<file path="src/hdl/bel_pkg.sv">
`timescale 1ns / 1ps
// ----------------------------------------------------------------------------
// bel_pkg
// Shared constants, types and character tables for the button event parser.
// ----------------------------------------------------------------------------
package bel_pkg;

    localparam int LINE_BYTES = 256;
    localparam int LEN_W      = $clog2(LINE_BYTES);
    localparam int HDR_LEN    = 11;
    localparam int IN_W       = 8;
    localparam int OUT_W      = 8;

    localparam logic [7:0] CHAR_LF = 8'h0A;
    localparam logic [7:0] CHAR_CR = 8'h0D;

    localparam logic [1:0] BTN_LEFT   = 2'd0;
    localparam logic [1:0] BTN_CENTER = 2'd1;
    localparam logic [1:0] BTN_RIGHT  = 2'd2;

    localparam logic [1:0] VERDICT_NONE = 2'd0;
    localparam logic [1:0] VERDICT_DOWN = 2'd1;
    localparam logic [1:0] VERDICT_HELD = 2'd2;
    localparam logic [1:0] VERDICT_UP   = 2'd3;

    localparam logic [LEN_W-1:0] LAST_POS = LEN_W'(LINE_BYTES - 1);

    typedef struct packed {
        logic [LEN_W-1:0] len;
        logic             matching;
        logic [1:0]       button;
        logic [1:0]       verdict;
    } t_line;

    typedef struct packed {
        logic line_ended;
        logic event_applied;
        logic overflow;
    } t_flags;

    localparam t_line LINE_CLEAR = '{len: '0, matching: 1'b1,
                                     button: BTN_LEFT, verdict: VERDICT_NONE};

    // "EVT BUTTON "
    function automatic logic [7:0] hdr_char(input logic [3:0] idx);
        logic [7:0] ch;
        case (idx)
            4'd0:    ch = "E";
            4'd1:    ch = "V";
            4'd2:    ch = "T";
            4'd3:    ch = " ";
            4'd4:    ch = "B";
            4'd5:    ch = "U";
            4'd6:    ch = "T";
            4'd7:    ch = "T";
            4'd8:    ch = "O";
            4'd9:    ch = "N";
            4'd10:   ch = " ";
            default: ch = 8'h00;
        endcase
        return ch;
    endfunction

    function automatic logic [7:0] btn_char(input logic [1:0] id, input logic [2:0] idx);
        logic [7:0] ch;
        ch = 8'h00;
        case (id)
            BTN_LEFT: begin
                case (idx)
                    3'd0:    ch = "L";
                    3'd1:    ch = "E";
                    3'd2:    ch = "F";
                    3'd3:    ch = "T";
                    3'd4:    ch = " ";
                    default: ch = 8'h00;
                endcase
            end
            BTN_CENTER: begin
                case (idx)
                    3'd0:    ch = "C";
                    3'd1:    ch = "E";
                    3'd2:    ch = "N";
                    3'd3:    ch = "T";
                    3'd4:    ch = "E";
                    3'd5:    ch = "R";
                    3'd6:    ch = " ";
                    default: ch = 8'h00;
                endcase
            end
            BTN_RIGHT: begin
                case (idx)
                    3'd0:    ch = "R";
                    3'd1:    ch = "I";
                    3'd2:    ch = "G";
                    3'd3:    ch = "H";
                    3'd4:    ch = "T";
                    3'd5:    ch = " ";
                    default: ch = 8'h00;
                endcase
            end
            default: ch = 8'h00;
        endcase
        return ch;
    endfunction

    function automatic logic [LEN_W-1:0] btn_len(input logic [1:0] id);
        logic [LEN_W-1:0] n;
        case (id)
            BTN_LEFT:   n = LEN_W'(5);
            BTN_CENTER: n = LEN_W'(7);
            BTN_RIGHT:  n = LEN_W'(6);
            default:    n = '0;
        endcase
        return n;
    endfunction

    function automatic logic [7:0] state_char(input logic [1:0] v, input logic [1:0] idx);
        logic [7:0] ch;
        ch = 8'h00;
        case (v)
            VERDICT_DOWN: begin
                case (idx)
                    2'd0:    ch = "D";
                    2'd1:    ch = "O";
                    2'd2:    ch = "W";
                    2'd3:    ch = "N";
                    default: ch = 8'h00;
                endcase
            end
            VERDICT_HELD: begin
                case (idx)
                    2'd0:    ch = "H";
                    2'd1:    ch = "E";
                    2'd2:    ch = "L";
                    2'd3:    ch = "D";
                    default: ch = 8'h00;
                endcase
            end
            VERDICT_UP: begin
                case (idx)
                    2'd0:    ch = "U";
                    2'd1:    ch = "P";
                    default: ch = 8'h00;
                endcase
            end
            default: ch = 8'h00;
        endcase
        return ch;
    endfunction

    function automatic logic [LEN_W-1:0] state_len(input logic [1:0] v);
        logic [LEN_W-1:0] n;
        case (v)
            VERDICT_DOWN: n = LEN_W'(4);
            VERDICT_HELD: n = LEN_W'(4);
            VERDICT_UP:   n = LEN_W'(2);
            default:      n = '0;
        endcase
        return n;
    endfunction

endpackage

</file>
<file path="src/hdl/bel_match.sv">
`timescale 1ns / 1ps
// ----------------------------------------------------------------------------
// bel_match
// Per-byte next-state logic: pattern match step, line close and overflow.
// ----------------------------------------------------------------------------
module bel_match (
    input  logic [7:0]     i_byte,
    input  bel_pkg::t_line i_line,
    input  logic [2:0]     i_mask,
    output bel_pkg::t_line o_line,
    output logic [2:0]     o_mask,
    output bel_pkg::t_flags o_flags
);
    import bel_pkg::*;

    logic             is_term;
    logic [LEN_W-1:0] p;
    logic [LEN_W-1:0] s;
    logic [LEN_W-1:0] btn_off;
    logic [LEN_W-1:0] st_off;
    logic             line_hit;
    logic [2:0]       bit_sel;

    assign is_term = (i_byte == CHAR_LF) || (i_byte == CHAR_CR);
    assign p       = i_line.len;
    // start of the state word
    assign s       = LEN_W'(HDR_LEN) + btn_len(i_line.button);
    assign btn_off = p - LEN_W'(HDR_LEN);
    assign st_off  = p - s;
    assign bit_sel = 3'b001 << i_line.button;

    assign line_hit = i_line.matching && (i_line.verdict != VERDICT_NONE) &&
                      (i_line.len >= s + state_len(i_line.verdict));

    always_comb begin
        o_line  = i_line;
        o_mask  = i_mask;
        o_flags = '0;
        if (is_term) begin
            if (i_line.len != '0) begin
                o_flags.line_ended = 1'b1;
                if (line_hit) begin
                    o_flags.event_applied = 1'b1;
                    if (i_line.verdict == VERDICT_UP) begin
                        o_mask = i_mask & ~bit_sel;
                    end else begin
                        o_mask = i_mask | bit_sel;
                    end
                end
                o_line = LINE_CLEAR;
            end
        end else if (i_line.len != LAST_POS) begin
            o_line.len = i_line.len + LEN_W'(1);
            if (i_line.matching) begin
                if (p < LEN_W'(HDR_LEN)) begin
                    if (i_byte != hdr_char(p[3:0])) begin
                        o_line.matching = 1'b0;
                    end
                end else if (p == LEN_W'(HDR_LEN)) begin
                    case (i_byte)
                        "L":     o_line.button = BTN_LEFT;
                        "C":     o_line.button = BTN_CENTER;
                        "R":     o_line.button = BTN_RIGHT;
                        default: o_line.matching = 1'b0;
                    endcase
                end else if (p < s) begin
                    if (i_byte != btn_char(i_line.button, btn_off[2:0])) begin
                        o_line.matching = 1'b0;
                    end
                end else if (p == s) begin
                    case (i_byte)
                        "D":     o_line.verdict = VERDICT_DOWN;
                        "H":     o_line.verdict = VERDICT_HELD;
                        "U":     o_line.verdict = VERDICT_UP;
                        default: o_line.matching = 1'b0;
                    endcase
                end else if ((i_line.verdict != VERDICT_NONE) &&
                             (p < s + state_len(i_line.verdict))) begin
                    if (i_byte != state_char(i_line.verdict, st_off[1:0])) begin
                        o_line.matching = 1'b0;
                    end
                end
                // bytes after the state word are ignored
            end
        end else begin
            // line full: drop the byte and the line
            o_flags.overflow = 1'b1;
            o_line = LINE_CLEAR;
        end
    end

endmodule

</file>
<file path="src/hdl/button_event_line_parser.sv">
`timescale 1ns / 1ps
// ----------------------------------------------------------------------------
// button_event_line_parser
// Matches "EVT BUTTON <LEFT|CENTER|RIGHT> <DOWN|HELD|UP>" lines byte by byte
// and keeps a 3-bit pressed-button mask.
// ----------------------------------------------------------------------------
// The result is registered and is valid in the cycle after its request is accepted.
// Throughput: 1 byte per cycle while the output is not stalled; the line-state update sets it.
// Output register accepts a new request while its result is being taken.
// Reset (sync, active low): mask 0, line cleared, no result pending.
module button_event_line_parser (
    input  logic                     i_clk,
    input  logic                     i_rst_n,
    input  logic                     i_s_axis_tvalid,
    output logic                     o_s_axis_tready,
    input  logic [bel_pkg::IN_W-1:0]  i_s_axis_tdata,  // [7:0] rx_byte
    output logic                     o_m_axis_tvalid,
    input  logic                     i_m_axis_tready,
    // [2:0] key_state, [3] line_ended, [4] event_applied, [5] overflow, [7:6] 0
    output logic [bel_pkg::OUT_W-1:0] o_m_axis_tdata
);
    import bel_pkg::*;

    t_line            r_line;
    logic [2:0]       r_mask;
    logic             r_valid;
    logic [OUT_W-1:0] r_data;

    t_line            n_line;
    logic [2:0]       n_mask;
    t_flags           n_flags;
    logic             accept;

    bel_match u_match (
        .i_byte  (i_s_axis_tdata),
        .i_line  (r_line),
        .i_mask  (r_mask),
        .o_line  (n_line),
        .o_mask  (n_mask),
        .o_flags (n_flags)
    );

    assign o_s_axis_tready = !r_valid || i_m_axis_tready;
    assign accept          = i_s_axis_tvalid && o_s_axis_tready;

    always_ff @(posedge i_clk) begin
        if (!i_rst_n) begin
            r_line  <= LINE_CLEAR;
            r_mask  <= '0;
            r_valid <= 1'b0;
        end else begin
            if (accept) begin
                r_line  <= n_line;
                r_mask  <= n_mask;
                r_valid <= 1'b1;
            end else if (i_m_axis_tready) begin
                r_valid <= 1'b0;
            end
        end
    end

    always_ff @(posedge i_clk) begin
        if (accept) begin
            r_data <= {2'b00, n_flags.overflow, n_flags.event_applied,
                       n_flags.line_ended, n_mask};
        end
    end

    assign o_m_axis_tvalid = r_valid;
    assign o_m_axis_tdata  = r_data;

endmodule

</file>
<file path="config.mk">
export PLATFORM = sky130hd
export DESIGN_NAME = button_event_line_parser
export DESIGN_NICKNAME = d
export VERILOG_FILES = /design/src/hdl/bel_pkg.sv /design/src/hdl/bel_match.sv /design/src/hdl/button_event_line_parser.sv
export SDC_FILE = /design/constraint.sdc
export NUM_CORES = 1
export LEC_CHECK = 0
export ABC_AREA = 1
export BUFFER_PORTS_ARGS = -buffer_cell sky130_fd_sc_hd__buf_2
export CORE_ASPECT_RATIO = 0.75
export CORE_MARGIN = 2
export CORE_UTILIZATION = 55
export DETAILED_ROUTE_END_ITERATION = 6
export GPL_TIMING_DRIVEN = 0
export PLACE_DENSITY = 0.81
export SETUP_SLACK_MARGIN = 0.4
export SLEW_MARGIN = 20
export SYNTH_ARGS = -nofsm -noshare
export SYNTH_HDL_FRONTEND = slang
export SYNTH_SLANG_ARGS = --single-unit
</file>
<file path="constraint.sdc">
create_clock -name i_clk -period 5.6 [get_ports i_clk]
set_input_delay 0.56 -clock i_clk [delete_from_list [all_inputs] [get_ports i_clk]]
set_output_delay 0.56 -clock i_clk [all_outputs]
set_load 0.01 [all_outputs]
</file>
**After elaboration in Yosys (flattened, before gate mapping)**

Memories as Yosys holds them, arrays and structs flattened. A register that Yosys moved wholly into a read port is not among the register bits.
Cells that the tools add are included.

- $add $sub $neg: 6
- Order comparisons: 4
- Equality and inequality tests: 37
- Shift-type cells: 1
- Multiplexer cells: 67
- Bitwise logic cells: 3
- Reductions and logical operators: 21

Operator list:

| operator | number |
|---|---|
| $mux W8 | 25 |
| $pmux W7 S6 | 2 |
| $pmux W8 S4 | 2 |
| $eq A8 B7 Y1 const B | 6 |
| $pmux W8 S3 | 2 |
| $mux W13 | 3 |
| $pmux W7 S5 | 1 |
| $eq A8 B4 Y1 const B | 3 |
| $ne A8 B8 Y1 | 3 |
| $ne A3 B2 Y1 const B | 6 |
| $mux W1 | 14 |
| $pmux W7 S2 | 1 |
| $mux W3 | 4 |
| $mux W4 | 3 |
| $pmux W2 S3 | 2 |
| $eq A2 B2 Y1 const B | 5 |
| $mux W2 | 5 |
| $ne A5 B4 Y1 const B | 2 |
| $eq A3 B3 Y1 const B | 3 |
| $pmux W3 S3 | 1 |
| $add A5 B8 Y8 | 1 |
| $add A8 B1 Y8 const B | 1 |
| $eq A8 B5 Y1 | 1 |
| $ge A8 B8 Y1 | 1 |
| other kinds (30) | 42 |

- Register bits after elaboration: 23
- Memory bits (read-only): 112
- Output and inout bits: 10
- Word-level logic and storage cells: 150
- Memories kept: 1

Memories:

| memory | depth | width | rd ports | clocked after memory_dff | wr ports | RTL line | source |
|---|---|---|---|---|---|---|---|
| (no name shown) | 16 | 7 | 1 | 1 | 0 | bel_pkg.sv:47 | `case (idx)` |

**Longest topological paths before layout**

Gate-level depths: netlist of run 1.

- Depth after elaboration: 34
- Depth in mapped cells: 20
- Depth with buffers taken out: 20

**By module**

Synthesis of run 1 repeated with hierarchy kept, for this count alone.

- Cell total of the unflattened synthesis: 491
- Area total of the unflattened synthesis: 2895.3 sq um

Modules (own cells, without submodules):

| module | times used | cells an instance | area each (sq um) | sequential area each (sq um) |
|---|---|---|---|---|
| bel_match | 1 | 374 | 1909.3 | 0.0 |
| button_event_line_parser | 1 | 117 | 985.9 | 520.5 |

**Least setup slack after synthesis of run 1**

OpenSTA, ideal clock, no wires.

- Path type: input to register
- Start point: input port i_m_axis_tready
- End point: register with a tool-made name
- Arrival: 2.481 ns
- Slack: 3.000 ns
- Stages on the path: 11
- Buffers on the path: 1
- Cells stage by stage: inv_1 nand2_1 nand2_1 inv_1 clkbuf_1 nand2_2 a211oi_1 inv_1 ha_1 o21ai_1 nor2_1

RTL lines:

| what | RTL line | source |
|---|---|---|
| from (decl) | button_event_line_parser.sv:18 | `input logic i_m_axis_tready,` |

**Final worst setup path of run 1**

- Start point: register r_line[5] (netlist name)
- End point: register r_line[4] (netlist name)

- Longest elaborated chain between the ends: 22
- Elaborated cells on any way between the ends: 58

RTL lines:

| what | RTL line | source |
|---|---|---|
| from (decl) | button_event_line_parser.sv:24 | `t_line r_line;` |
| from (signal assigned) | button_event_line_parser.sv:53 | `r_line <= n_line;` |
| $sub A2 B2 Y2 | bel_match.sv:29 | `assign st_off = p - s;` |
| $eq A2 B2 Y1 (tied with other cells) | bel_pkg.sv:122, bel_pkg.sv:131 |  |
| $pmux W8 S4 (tied with other cells) | bel_pkg.sv:131 | `case (idx)` |
| $pmux W8 S3 | bel_pkg.sv:120 | `case (v)` |
| $mux W8 | bel_match.sv:77 | `end else if ((i_line.verdict != VERDICT_NONE) &&` |
| $mux W8 | bel_match.sv:70 | `end else if (p == s) begin` |
| $mux W8 | bel_match.sv:66 | `end else if (p < s) begin` |
| $mux W8 | bel_match.sv:59 | `end else if (p == LEN_W'(HDR_LEN)) begin` |
| [6 not listed] | -- |  |
| $mux W1 | bel_match.sv:77 |  |
| $mux W1 | bel_match.sv:70 |  |
| $mux W1 | bel_match.sv:66 |  |
| $mux W1 | bel_match.sv:59 |  |
| $mux W1 | bel_match.sv:55 | `if (p < LEN_W'(HDR_LEN)) begin` |
| $mux W5 | bel_match.sv:54 | `if (i_line.matching) begin` |
| $mux W13 | bel_match.sv:52 | `end else if (i_line.len != LAST_POS) begin` |
| $mux W13 | bel_match.sv:39 | `if (is_term) begin` |

Parallel ways exist; a longest one is shown, timed or not. The select of a mux whose other input is x is not followed.
A chain may end at the register's enable or synchronous reset.

==> metrics.txt, run 1 <==
vias per cell=5.508; vias in the first global route=2,665; CTS sink cnt=30; Rows=23; Vias=2,969; total negative slack=0 ns; Post-CTS Hold Buffers=0; Rel. slew slack=53.91%; pre-CTS setup slack=2.515 ns; Yosys cell types=50; Switch Pwr=about 0.00017 W; Resized cells post-CTS=0; final slew viol count=0; first-pass GRT wire length=12,300 µm; Synth warnings=0; num ports=22; DR WL/cell=around 14 µm; Multi-input gate area=1978 µm²; global route overflow=0; Root Buffer=clkbuf_8; post-route ant nets=0; dpl hpwl=approximately 6000 µm; register share of total power=43.2%; FF+latch area=roughly 660 µm²; fraction of layout instances using a drive strength above 1=between 10% and 20%; Initial DRC Count=233; asr flop ratio synth=0%; most frequent cells in the layout=nand2_1 (96), inv_1 (53), nor2_1 (43), nand3_1 (42), ha_1 (30); Worst Hold Class=flop to flop; synthesized area=2968 µm²; crit-path cells=inv_1 > ha_1 > fa_1 > inv_1 > ha_1 > o211ai_1 > nand3_1 > nand2_1 > nor2_1 > nand2_1 > nand2_1 > a21oi_1 > nand2_1 > nand2_1 > nand2_1 > nand2_1 > nand2_1; WP data arrival=3.16 ns; die width=88.82 µm; register area share after synthesis=22.26%; GPL Wtd Cong=about 1; flip-flop and latch count after synthesis=30; fin crit share=52.99%; die area=6006 µm²; cts bufs inserted=5; Final setup viols=0; drt drc=0; NumNets Final=about 510; max cap viols=0; pwr/cell area=around 170 nW/µm²; Worst Setup Path Type=flop to flop; Port Buffers=15; Clk pwr share=about 37%; Worst-Margin Slew=around 0.69 ns; DRT Wirelength=about 7400 µm; WP data required=5.79 ns; crit path max-delay cell type=fa_1; sw frac=30.12%; Lkg Pwr=1.647 nW; Worst Slack Setup Final=2.633 ns; Clock Pin Slew Worst Setup and Hold Paths=roughly 0.07 ns; Max VDD drop=0.0001247 V; CTS tree=done; largest cells by area after synthesis=dfxtp_1 (16%), ha_1 (13%), nand2_1 (12%); Worst-Skew Late Latency=0.29 ns; Mapped Cells=439; gr usage total=26.76%; CTS max path bufs=2; largest net degree at the start of global routing=16; setup bufs post-CTS=0; highest clock rate=337.0 MHz; Initial Utilization=a little under three fifths; Worst Skew=around 0.0055 ns; Cell Int Power=0.0003842 W; top-area cell type share of the netlist area=between 15 and 20%; H-tree levels=2; die height=67.62 µm; Crit path max-delay family=adder cells; commonest non-fill, non-tap cell in the layout=nand2_1; drt first pass iters=5; Critical Path Most Common Cell=nand2_1; crit end category=flop; status=complete, no violations; EDFF count, synth=6; initial antenna violation count=0; cell taking the most area after synthesis=dfxtp_1; core area=5266 µm²; prevailing post-synth register cell=dfxtp_1; RSZ-0062 raised after global routing=no; crit path time final=2.967 ns; Combinational Power Share=about a fifth; element type at the critical path start=flop; # diodes=0; Max FO, Critical Path=8; Filler Cells Inserted=496; Layout area overhead=9.444%; Final Hold Fails=0; CP Buf/Inv Count=2; Critical Path Max Stage Delay=0.61 ns; Avg Inst Size Synth=between 6 and 7 µm²
cells in the mapped netlist, types with 2 or more instances:
library cell,count
o22ai_1,2
clkbuf_1,2
inv_2,7
ha_1,30
a21oi_1,21
nor2_2,7
nand4_1,12
buf_4,5
nor3_1,3
nand3_4,2
and3_1,2
xnor2_1,6
nand3_1,42
nor3_2,2
a211oi_1,4
edfxtp_1,6
nand2_1,96
dfxtp_1,24
o21bai_2,3
o21ai_1,2
o21ai_0,18
nand2_2,10
conb_1,2
o211ai_1,4
xor2_1,4
nand2_4,4
inv_1,53
nor2_1,43
clkinv_1,2
worst paths after layout:
path / slack (ns) / to / startpoint / cells past startpoint
hold reg to reg: 0.45 / r_line[4] / r_line[4] / 2
setup reg to reg: 2.63 / r_line[4] / r_line[5] / 17
hold / removal: 0.45 / r_line[4] / r_line[4] / 2
setup / recovery: 2.63 / r_line[4] / r_line[5] / 17
cell type report:
cell class	count	share of cell area (%)
multi-input combinational	335	60.90
inverter	66	8.051
tap	75	2.889
buffer	10	2.311
clock buffer	6	2.889
timing repair buffer	15	2.311
sequential	30	20.34
clock inverter	2	0.3082
metal layers:
metal	global-route usage, %	part of all wire (%)
met5	0	0
met4	10.23	1.7
met3	3.912	8.3
met2	40.95	43
met1	37.93	47
through the flow:
stage | area, µm² | total power, W | instances | hold slack, ns | util [%]
2_1_floorplan | 2975 | 0.0003225 | 441 | 0.4183 | -
3_3_place_gp | 3144 | 0.0003483 | 531 | 0.4282 | 59.71
3_5_place_dp | 3144 | 0.0003512 | 531 | 0.4325 | 59.71
4_1_cts | 3248 | 0.0005499 | 539 | 0.4484 | 61.68
5_1_grt | 3248 | 0.0005759 | 539 | 0.4868 | 61.68
6_report | 3248 | 0.0005497 | 539 | 0.4471 | 61.68
power by group through the flow:
| stage | registers [W] | logic [W] | clock network, W |
|---|---|---|---|
| floorplan | 0.000243 | 0.0000798 | 0 |
| global placement | 0.000242 | 0.000107 | 0 |
| detailed placement | 0.000242 | 0.000109 | 0 |
| CTS | 0.000237 | 0.000110 | 0.000203 |
| global route | 0.000239 | 0.000125 | 0.000212 |
| finish | 0.000238 | 0.000111 | 0.000201 |
cells by family after synthesis:
| kind of cell | after synthesis | share of synthesized area (%) |
|---|---|---|
| fa+ha+maj | 31 | 13.32 |
| other cells | 2 | 0.2530 |
| compound gates | 62 | 13.49 |
| flops | 30 | 22.26 |
| buf+inv | 76 | 11.34 |
| simple gates | 228 | 36.38 |
| xor+xnor | 10 | 2.951 |
tightest hold or removal path: stages (launching register included):
cell     delay, ns
dfxtp_1       0.31
nand2_1       0.06
nand2_1       0.04
Power figures use the tool's default switching activity.
==> inputs of run 2 (changes only) <==
- PLACE_DENSITY: 0.81 -> 0.84
- clock period: 5.6 -> 2.4 ns (I/O delays scaled with it)
==> metrics.txt, run 2 (same netlist as run 1, synthesis figures left out) <==
Worst Hold Class=primary input to flop; CTS sink cnt=30 (unchanged); Root Buffer=clkbuf_8; commonest non-fill, non-tap cell in the layout=nand2_1; RSZ-0062 raised after global routing=yes; drt first pass iters=7 (+2); NumNets Final=534 (+5.5%); Final setup viols=8 (+8); Worst-Skew Late Latency=0.29 ns (about the same); Critical Path Max Stage Delay=0.58 ns (-0.03 ns); CTS max path bufs=2 (unchanged); die area=6006 µm² (unchanged); status=finished with violations; crit-path cells=inv_8 > ha_4 > fa_2 > inv_2 > ha_4 > o211ai_1 > nand3_1 > nand2_1 > nor2_1 > nand2_1 > nand2_1 > a21oi_1 > nand2_1 > nand2_1 > nand2_1 > nand2_1 > nand2_1; Finished Core Util=72.13% (+10 points); core area=5266 µm² (unchanged); WP data arrival=2.74 ns (-0.42 ns); largest net degree at the start of global routing=16 (unchanged); Initial DRC Count=408 (+75%); post-route ant nets=0 (unchanged); WHS=0.2595 ns (-0.1876 ns); Rows=23 (unchanged); Clock Pin Slew Worst Setup and Hold Paths=0.07 ns (about the same); gr usage total=30.20% (+3.4 points); Lkg Pwr=1.832 nW (+11%); Layout area overhead=27.99%; failing checks=negative setup slack; Area after DPL=3207 µm² (+2.0%); initial antenna violation count=0 (unchanged); fraction of layout instances using a drive strength above 1=32.93% (+16 points); first-pass GRT wire length=13,740 µm (+12%); crit path max-delay cell type=fa_2; crit end category=flop; crit path time final=2.556 ns (-0.4112 ns); most frequent cells in the layout=nand2_1 (91), inv_1 (43), nor2_1 (39), nand3_1 (35), buf_4 (27); cts bufs inserted=5 (unchanged); total power draw=0.001373 W (+150%); die height=67.62 µm (unchanged); DRT Wirelength=8689 µm (+17%); die width=88.82 µm (unchanged); CP Buf/Inv Count=2 (unchanged); CTS tree=done; Post-CTS Hold Buffers=0 (unchanged); Max FO, Critical Path=2 (-6); max cap viols=0 (unchanged); pwr/cell area=361.3 nW/µm² (+110%); Worst Setup Path Type=flop to flop; Worst Skew=0.005348 ns (-0.0001754 ns); Final Instance Area=3799 µm² (+17%); vias in the first global route=2,929 (+9.9%); final slew viol count=0 (unchanged); vias per cell=5.619 (+2.0%); fin crit share=106.5% (+54 points); Initial Utilization=56.36% (unchanged); Crit path max-delay family=adder cells; global route overflow=0 (unchanged); Port Buffers=15 (unchanged); element type at the critical path start=flop; Critical Path Most Common Cell=nand2_1; GPL Wtd Cong=0.9341 (-8.5%); DR WL/cell=15.32 µm (+11%); H-tree levels=2 (unchanged); Final Hold Fails=0 (unchanged); Worst Slack Setup Final=-0.1563 ns (-2.789 ns); Max VDD drop=0.0003922 V (+210%); dpl hpwl=5892 µm (-0.50%); drt drc=0 (unchanged); WP data required=2.58 ns (-3.21 ns); # diodes=0 (unchanged); Vias=3,186 (+7.3%); num ports=22 (unchanged); total negative slack=-0.8650 ns (-0.8650 ns); highest clock rate=391.2 MHz (+16%)
## run 2: cell count changes in the layout (fill, tap and decap cells not counted), moves of 5 or more
cell and delta:
buf_4 +22, inv_1 -10, ha_4 +9, ha_1 -11, o21ai_0 -5, inv_2 +6, nand3_2 +6, nand2_1 -5
buf_6 +6, dfxtp_1 -7, nand3_1 -7
## run 2: what timing repair did
item / CTS / global route
pin swaps: 26 / 12
gates resized for setup: 61 / 15
endpoints found under the setup margin: 18 / 22
setup buffers: 25 / 3
## run 2: worst paths after layout
| path | slack [ns] | end | cells after the start | startpoint |
|---|---|---|---|---|
| setup / recovery | -0.16 | r_line[4] | 17 | r_line[5] |
| hold / removal | 0.26 | o_m_axis_tvalid | 4 | i_m_axis_tready |
| setup reg to reg | -0.16 | r_line[4] | 17 | r_line[5] |
| hold reg to reg | 0.46 | r_line[4] | 2 | r_line[4] |
## run 2: area by class of cell
class / count / area, µm²
Multi-Input combinational cell: 335 / 2251
Fill cell: 385 / 1468
Sequential cell: 30 / 679.4
Timing Repair Buffer: 43 / 304.0
Inverter: 66 / 282.8
Clock buffer: 6 / 93.84
Tap cell: 75 / 93.84
Buffer: 10 / 83.83
Clock inverter: 2 / 10.01
## run 2: worst register-to-register path: cells and delay by family, from the launching register on
family | cells | cell delay (ns)
fa+ha+maj | 3 | 0.93
simple gates | 10 | 0.67
flops | 1 | 0.38
compound gates | 2 | 0.36
buf+inv | 2 | 0.10
## run 2: power by group
part / switching [W] / internal (W) / leakage [nW] / total, W
clock network: 0.000206 / 0.000263 / 0.0561 / 0.000470
registers: 0.0000177 / 0.000538 / 0.261 / 0.000555
logic: 0.000204 / 0.000143 / 1.51 / 0.000348
total: 0.000428 / 0.000944 / 1.83 / 0.00137
## run 2: per-stage QoR
stage	worst slack [ns]	std cells
4_1_cts	-0.09477	564
2_1_floorplan	0.09000	441
6_report	-0.1563	567
3_5_place_dp	-0.3345	531
5_1_grt	-0.2783	567
3_3_place_gp	-0.2625	531
## run 2: per-layer routing
| metal | vias up | wire (µm) | GRT usage, % |
|---|---|---|---|
| li1 | 1528 | - | - |
| met1 | 1466 | 3693 | 38.66 |
| met2 | 157 | 3926 | 47.57 |
| met3 | 35 | 723 | 7.824 |
| met4 | 0 | 346 | 14.02 |
| met5 | - | 0 | 0 |
